**src/hdl/ppt_pkg.sv**
```systemverilog
// Shared types, constants and register codes of the predominant period tracker.
package ppt_pkg;

    // Sample width limits and default
    localparam int SAMPLE_BITS_DEF = 24;
    localparam int MAG_W           = 32;

    // Configuration port layout
    localparam int CFG_IDX_W  = 3;
    localparam int CFG_DATA_W = 32;

    localparam logic [CFG_IDX_W-1:0] CFG_INPUT_GAIN     = 3'd0;
    localparam logic [CFG_IDX_W-1:0] CFG_ENERGY_DECAY   = 3'd1;
    localparam logic [CFG_IDX_W-1:0] CFG_NOISE_RATE     = 3'd2;
    localparam logic [CFG_IDX_W-1:0] CFG_SAMPLE_RATE_HZ = 3'd3;
    localparam logic [CFG_IDX_W-1:0] CFG_NOISE_GAIN     = 3'd4;

    // Register reset values
    localparam logic [23:0] RST_INPUT_GAIN     = 24'd65536;
    localparam logic [31:0] RST_ENERGY_DECAY   = 32'd4262110796;
    localparam logic [31:0] RST_NOISE_RATE     = 32'd988836;
    localparam logic [9:0]  RST_SAMPLE_RATE_HZ = 10'd100;
    localparam logic [31:0] RST_NOISE_GAIN     = 32'd65536;

    // Arithmetic constants: 0.001 in Q0.24, 2*pi in Q3.29
    localparam logic [31:0] MEAN_COEF_Q24 = 32'd16777;
    localparam logic [31:0] TWO_PI_Q29    = 32'd3373259426;

    // Configuration register set
    typedef struct packed {
        logic [23:0] input_gain;
        logic [31:0] energy_decay;
        logic [31:0] noise_rate;
        logic [9:0]  sample_rate_hz;
        logic [31:0] noise_gain;
    } ppt_cfg_t;

    // Classified sample handed from front to back
    typedef struct packed {
        logic             neg;
        logic [MAG_W-1:0] mag;
    } ppt_item_t;

endpackage

```
**src/hdl/ppt_front.sv**
```systemverilog
// Front end: accept samples, split them into sign and magnitude, queue them.
module ppt_front #(
    parameter int SAMPLE_BITS = ppt_pkg::SAMPLE_BITS_DEF,
    parameter int IN_W        = ((SAMPLE_BITS + 7) / 8) * 8
) (
    input  logic              clk,
    input  logic              rst_n,
    input  logic              s_tvalid,
    output logic              s_tready,
    input  logic [IN_W-1:0]   s_tdata,   // sample_value
    output logic              item_valid,
    output ppt_pkg::ppt_item_t item,
    input  logic              item_pop
);

    ppt_pkg::ppt_item_t   queue_mem [2];
    logic                 wr_ptr_reg;
    logic                 rd_ptr_reg;
    logic [1:0]           count_reg;
    logic [SAMPLE_BITS-1:0] raw;
    logic [SAMPLE_BITS:0] mag_w;
    ppt_pkg::ppt_item_t   in_item;
    logic                 push;
    logic                 pop;

    // Classify the incoming sample
    always_comb
    begin
        raw   = s_tdata[SAMPLE_BITS-1:0];
        mag_w = raw[SAMPLE_BITS-1] ? -{raw[SAMPLE_BITS-1], raw} : {1'b0, raw};
        in_item.neg = raw[SAMPLE_BITS-1];
        in_item.mag = ppt_pkg::MAG_W'(mag_w[SAMPLE_BITS-1:0]);
    end

    assign s_tready   = (count_reg != 2'd2);
    assign push       = s_tvalid && s_tready;
    assign item_valid = (count_reg != 2'd0);
    assign pop        = item_pop && item_valid;
    assign item       = queue_mem[rd_ptr_reg];

    // Hold the queue entries
    always_ff @(posedge clk)
    begin
        if (push)
        begin
            queue_mem[wr_ptr_reg] <= in_item;
        end
    end

    // Advance pointers and fill count
    always_ff @(posedge clk or negedge rst_n)
    begin
        if (!rst_n)
        begin
            wr_ptr_reg <= 1'b0;
            rd_ptr_reg <= 1'b0;
            count_reg  <= 2'd0;
        end
        else
        begin
            if (push)
            begin
                wr_ptr_reg <= ~wr_ptr_reg;
            end
            if (pop)
            begin
                rd_ptr_reg <= ~rd_ptr_reg;
            end
            if (push && !pop)
            begin
                count_reg <= count_reg + 2'd1;
            end
            else if (pop && !push)
            begin
                count_reg <= count_reg - 2'd1;
            end
        end
    end

endmodule

```
**config.mk**
```make
export PLATFORM = sky130hd
export DESIGN_NAME = ppt_front
export DESIGN_NICKNAME = d
export VERILOG_FILES = /design/src/hdl/ppt_pkg.sv /design/src/hdl/ppt_front.sv
export SDC_FILE = /design/constraint.sdc
export NUM_CORES = 1
export LEC_CHECK = 0
export BUFFER_PORTS_ARGS = -buffer_cell sky130_fd_sc_hd__buf_2
export CAP_MARGIN = 20
export CORE_MARGIN = 4
export CORE_UTILIZATION = 40
export CTS_BUF_LIST = sky130_fd_sc_hd__clkbuf_8
export CTS_CLUSTER_DIAMETER = 150
export DETAILED_ROUTE_END_ITERATION = 7
export GPL_TIMING_DRIVEN = 0
export PLACE_DENSITY = 0.74
export SKIP_CTS_REPAIR_TIMING = 1
export SLEW_MARGIN = 30
export SYNTH_ARGS = -nofsm -noshare
export SYNTH_HDL_FRONTEND = slang
export SYNTH_SLANG_ARGS = --single-unit
```
**constraint.sdc**
```tcl
create_clock -name clk -period 3.6 [get_ports clk]
set_clock_uncertainty 0.2 [all_clocks]
set_input_delay 0.36 -clock clk [delete_from_list [all_inputs] [get_ports clk]]
set_output_delay 0.36 -clock clk [all_outputs]
set_load 0.01 [all_outputs]
```
* Yosys cells after proc, flatten, opt, wreduce, memory -nomap -nowiden
Memories as Yosys holds them, arrays and structs flattened. Cells that the tools add are included.
Storage, ports and cells: flip-flop bits (word level) 4, memory bits (writable) 50, input bits 28, output and inout port bits 35, logic and storage cells 23, memories kept 1
Operators by class: add/sub/neg operators 3, equality and inequality tests 1, mux-type cells 5, bitwise gates (word level) 2, reductions and logical operators 8
Memories:
- queue_mem | words 2, bits a word 25, rd ports 1, clocked after memory_dff 0, write ports 1, RTL line ppt_front.sv:16 | ppt_pkg::ppt_item_t queue_mem [2];
Operator list (count):
- $mux 24 | 1
- $neg 24->24 | 1
- $logic_and 1x1->1 | 4
- $mux 2 | 2
- $reduce_bool 2->1 | 2
- $add 2x1->2 const B | 1
- $logic_not 1->1 | 2
- $mux 1 | 2
- $ne 2x2->1 const B | 1
- $not 1->1 | 2
- $sub 2x1->2 const B | 1

* Longest topological paths before layout
depth after elaboration 6, gate-level depth with buffers 7, depth with buffers taken out 7

* Worst setup path after synthesis
No wires, ideal clock.
path type reg2reg, start register count_reg[0], end memory queue_mem[0][0] (netlist bit) (enable), setup time 0.407 ns, arrival 1.765 ns, data required time 2.993 ns, setup slack 1.228 ns, cell stages (with the launch flop) 4, buffers on the path 0, period minus slack after synthesis 2.372 ns, path through dfrtp_1 > nand2b_1 > nand2_1 > nor2_1
On the way: longest elaborated chain between the ends 4
RTL lines:
- from (decl) | RTL line ppt_front.sv:19 | logic [1:0] count_reg;
- from (signal assigned) | RTL line ppt_front.sv:71 | count_reg <= count_reg + 2'd1;
- from (signal assigned) | RTL line ppt_front.sv:75 | count_reg <= count_reg - 2'd1;
- $ne 2x2->1 | RTL line ppt_front.sv:35 | assign s_tready = (count_reg != 2'd2);
- named net s_tready | RTL line ppt_front.sv:9 | output logic s_tready,
- $logic_and 1x1->1 | RTL line ppt_front.sv:36 | assign push = s_tvalid && s_tready;
- $mux 1 | RTL line ppt_front.sv:44 | if (push)
- $mux 1 (not written as such) | RTL line ppt_front.sv:46 | queue_mem[wr_ptr_reg] <= in_item;
- to (decl) | RTL line ppt_front.sv:16
The timed path passes the listed nets, and every way through them passes these cells.

==> impl.org <==
** Clock tree
- The cell sitting at the root of the clock tree is a clkbuf_8.
- The H-tree generated during clock tree synthesis spans 2 levels.
- CTS buffer count :: 5
- Num Clock Sinks :: 54
- For the worst-skew pair, the clock arrives at the later sink with an insertion delay of 0.30 ns.
- Bufs on Longest Clock Path :: 2
- Clock tree from TritonCTS :: yes
- After clock tree synthesis, the clock-pin slew on the worst setup and hold paths is ~0.090 ns.

** Timing
- Final Hold Fails :: 0
- Post-route clock period utilization :: 72.2%
- TNS Setup :: 0 ns
- Measured slew at the worst slew-check pin :: 0.632 ns
- Post-layout minimum cycle time :: 2.60 ns
- Max Clk Rate :: between 0.3 and 0.4 GHz
- Setup repair after global routing left no endpoint under its margin.
- The final max-slew violation count was 0.
- Min setup slack post-route :: 1.00 ns
- In this run the tightest slew margin relative to its limit is ~58%.
- Endpoints failing setup :: 0

** Finish
- Fill cells in the final layout number between 500 and 600.
- Antenna fix cells :: 0
- Fin nets :: 279
- The sequential cells in the finished layout cover a total of 0.00160 mm².
- Share of the core filled with cells :: between 40% and 50%
- Max FFs per register :: 50
- Multi-input gate area in the final layout :: 921 µm²
- Once layout is complete, the cells apart from fillers number 327.
- Layout overhead on the synthesized area :: 19.8%
- The post-route netlist has 42.0% of its cells at a drive strength greater than 1.

** Die
- In this run the vertical extent of the chip is 88.4 µm.
- Number of core rows :: 29
- Width of the die :: 88.4 µm
- In this run the standard cell core region covers ~0.0063 mm².
- Die Area :: 0.00781 mm²
- For this configuration, the core starts out at a cell density of between 40% and 50%.
- I/O pin cnt :: 63

** Global route
- After global routing the overflow that remains totals 0.
- Number of antenna violations at the first check in global routing :: 0
- Vias in the first global route :: 1476
- The first global-routing pass estimated 7250 µm of wire.
- In the global route stage, overall resource usage came out at 12.7%.
- Largest net degree at the start of global routing :: 26

** Power
- Power per standard cell area :: ~630 mW/mm²
- Across the VDD grid, the largest voltage drop is 0.314 mV.
- After layout, the design draws a total of 1.94 mW.
- In this run the static leakage power is 1.15 nW.

** Worst setup path
- Endpoint type of the worst setup path :: primary output
- Worst-path cell with the longest stage delay :: clkbuf_1
- Maximum fanout count along the critical path :: 10
- Walking the worst path, the cells encountered are clkbuf_1, clkbuf_1, mux2_2, buf_2.
- Kind of start point of the critical path :: register
- Most used cell along the critical path :: clkbuf_1
- Arrival time at the worst endpoint :: just over 2 ns
- The critical path is of the reg2out type.
- Worst path max stage delay :: 0.52 ns
- Cells on worst reg2reg path :: 4
- Required time reported for the critical path endpoint :: 3.04 ns
- R2R Setup Slk :: 1.82 ns
- The startpoint identified for the worst register-to-register timing path is count_reg[0].
- Capturing point of the worst reg2reg path :: queue_mem[0][24]

** Synth
- Synthesis instantiated 27 different standard cells from the library.
- Gate count after technology mapping :: 179
- Total number of yosys warnings :: 0
- Summing the sequential cell areas from Yosys gives 62.0% of the chip area.
- Synthesized cell area :: 0.00258 mm²
- Area fraction of the dominant cell type after synthesis :: ~58%
- Main area contributors after synthesis :: edfxtp_1 58%, mux2_2 11%, xnor2_1 8.1%, dfrtp_1 3.9%, buf_4 2.3%
- Of all cell types, the one taking the most synthesized area is edfxtp_1.
- Syn_area_per_cell :: roughly 14 µm²
- Flip-flop and latch count after synthesis :: 54

** Drt
- The routed design has 4700 µm of wire.
- First-pass iteration count of the detailed router :: 4
- Residual DRC count :: 0
- Drt via density :: between 4 and 5
- Routed via count :: 1596
- After the first detailed-routing iteration, the DRC count stood at between 50 and 60.
- Dividing the detail-routed wire length by the instance count gives 14.4 µm.
- Number of antenna-violating nets in the routed design :: 0

** Min path
- The worst hold path terminates at queue_mem[1][0].
- In this run the most critical hold path is launched from s_tdata[0].
- Along the worst hold path, the cell count comes to 1.
- Hold Crit Class :: in2reg

** Status
- Run status :: finished, final reports clean

** Job
- Across the run, the number of max-cap violations was 0.

** Placed design
- DP Cell Count :: 318
- Number of port buffers :: 54
- Final weighted congestion of routability-driven global placement :: slightly below 0.7
- At the placement stage, the worst setup path has a slack of around 1.1 ns.
- HPWL after DPL :: 3520 µm
-- logic make-up (layout without fill, tap and decap cells) --
kind of cell | Yosys count | in the layout | synth area share, %
simple gates | 37 | 37 | 9.24
flops | 54 | 54 | 62.0
fa+ha+maj | 2 | 2 | 0.968
other cells | 1 | 8 | 0.145
buf+inv | 18 | 82 | 3.78
compound gates | 16 | 16 | 4.21
mux | 25 | 25 | 10.9
xor+xnor | 26 | 26 | 8.81
-- final cells by class --
type | instances | share of cell area [%]
timing repair buffer | 56 | 9.54
buffer | 13 | 2.55
tap | 77 | 3.11
multi-input combinational | 114 | 29.7
clock buffer | 5 | 2.22
inverter | 5 | 0.606
sequential | 54 | 51.7
clock inverter | 3 | 0.525
-- where the power goes --
group,switching [mW],internal [mW]
Sequential,0.0439,0.875
Combinational,0.381,0.327
Clock,0.183,0.133
Total,0.608,1.34
-- placed cells by master, fill, tap and decap left out, types with 2 or more instances in the layout --
cell type / count
buf_2: 54
buf_4: 8
clkbuf_1: 5
clkbuf_8: 5
conb_1: 8
dfrtp_1: 4
edfxtp_1: 50
ha_1: 2
inv_1: 5
mux2_2: 25
nand2_1: 12
nand2b_1: 2
nand3_1: 2
nand4_1: 2
nor2_1: 7
nor4_4: 2
o21ai_0: 8
o31ai_1: 7
or4_1: 2
xnor2_1: 24
xor2_1: 2
-- stage by stage --
step | cell area (µm²) | hold WS, ns
6_report | 3100 | 0.127
5_1_grt | 3100 | 0.113
4_1_cts | 3090 | -0.362
3_5_place_dp | 3000 | -0.0296
3_3_place_gp | 2980 | -0.0316
2_1_floorplan | 2610 | -0.136
-- synthesized netlist by cell type (all sizes together) --
master  number
or2          1
dfrtp        4
clkbuf       5
edfxtp      50
or4          2
nor4         2
inv          5
o31ai        7
mux2        25
nor3b        2
o21ai        8
nand3        2
nand2b       2
conb         1
nor2         8
nand4        3
and3         1
xnor2       24
ha           2
xor2         2
nand2       12
o41ai        1
buf          8
nor3         2
-- critical path, delay by kind of cell, from the launching register on --
family,cells,cell delay (ns)
buffers and inverters,3,0.99
flip-flops,1,0.33
multiplexers,1,0.41
-- how the worst max path moves through the flow --
stage	slack [ns]	start	endpoint
after floorplan	1.23	count_reg[0]	queue_mem[0][0]
after global placement	0.67	count_reg[0]	queue_mem[0][11]
after detailed placement	1.08	s_tdata[0]	queue_mem[1][22]
after CTS	0.95	rd_ptr_reg	item[20]
after global routing	0.81	rd_ptr_reg	item[12]
final	1.00	rd_ptr_reg	item[12]
-- per-layer routing --
layer	global-route usage (%)	part of all wire [%]	vias up
li1	-	-	783
met1	15.9	40	757
met2	21.1	51	51
met3	3.72	7.6	5
met4	4.12	1.6	0
met5	0	0	-
(Power assumes the default switching activity.)
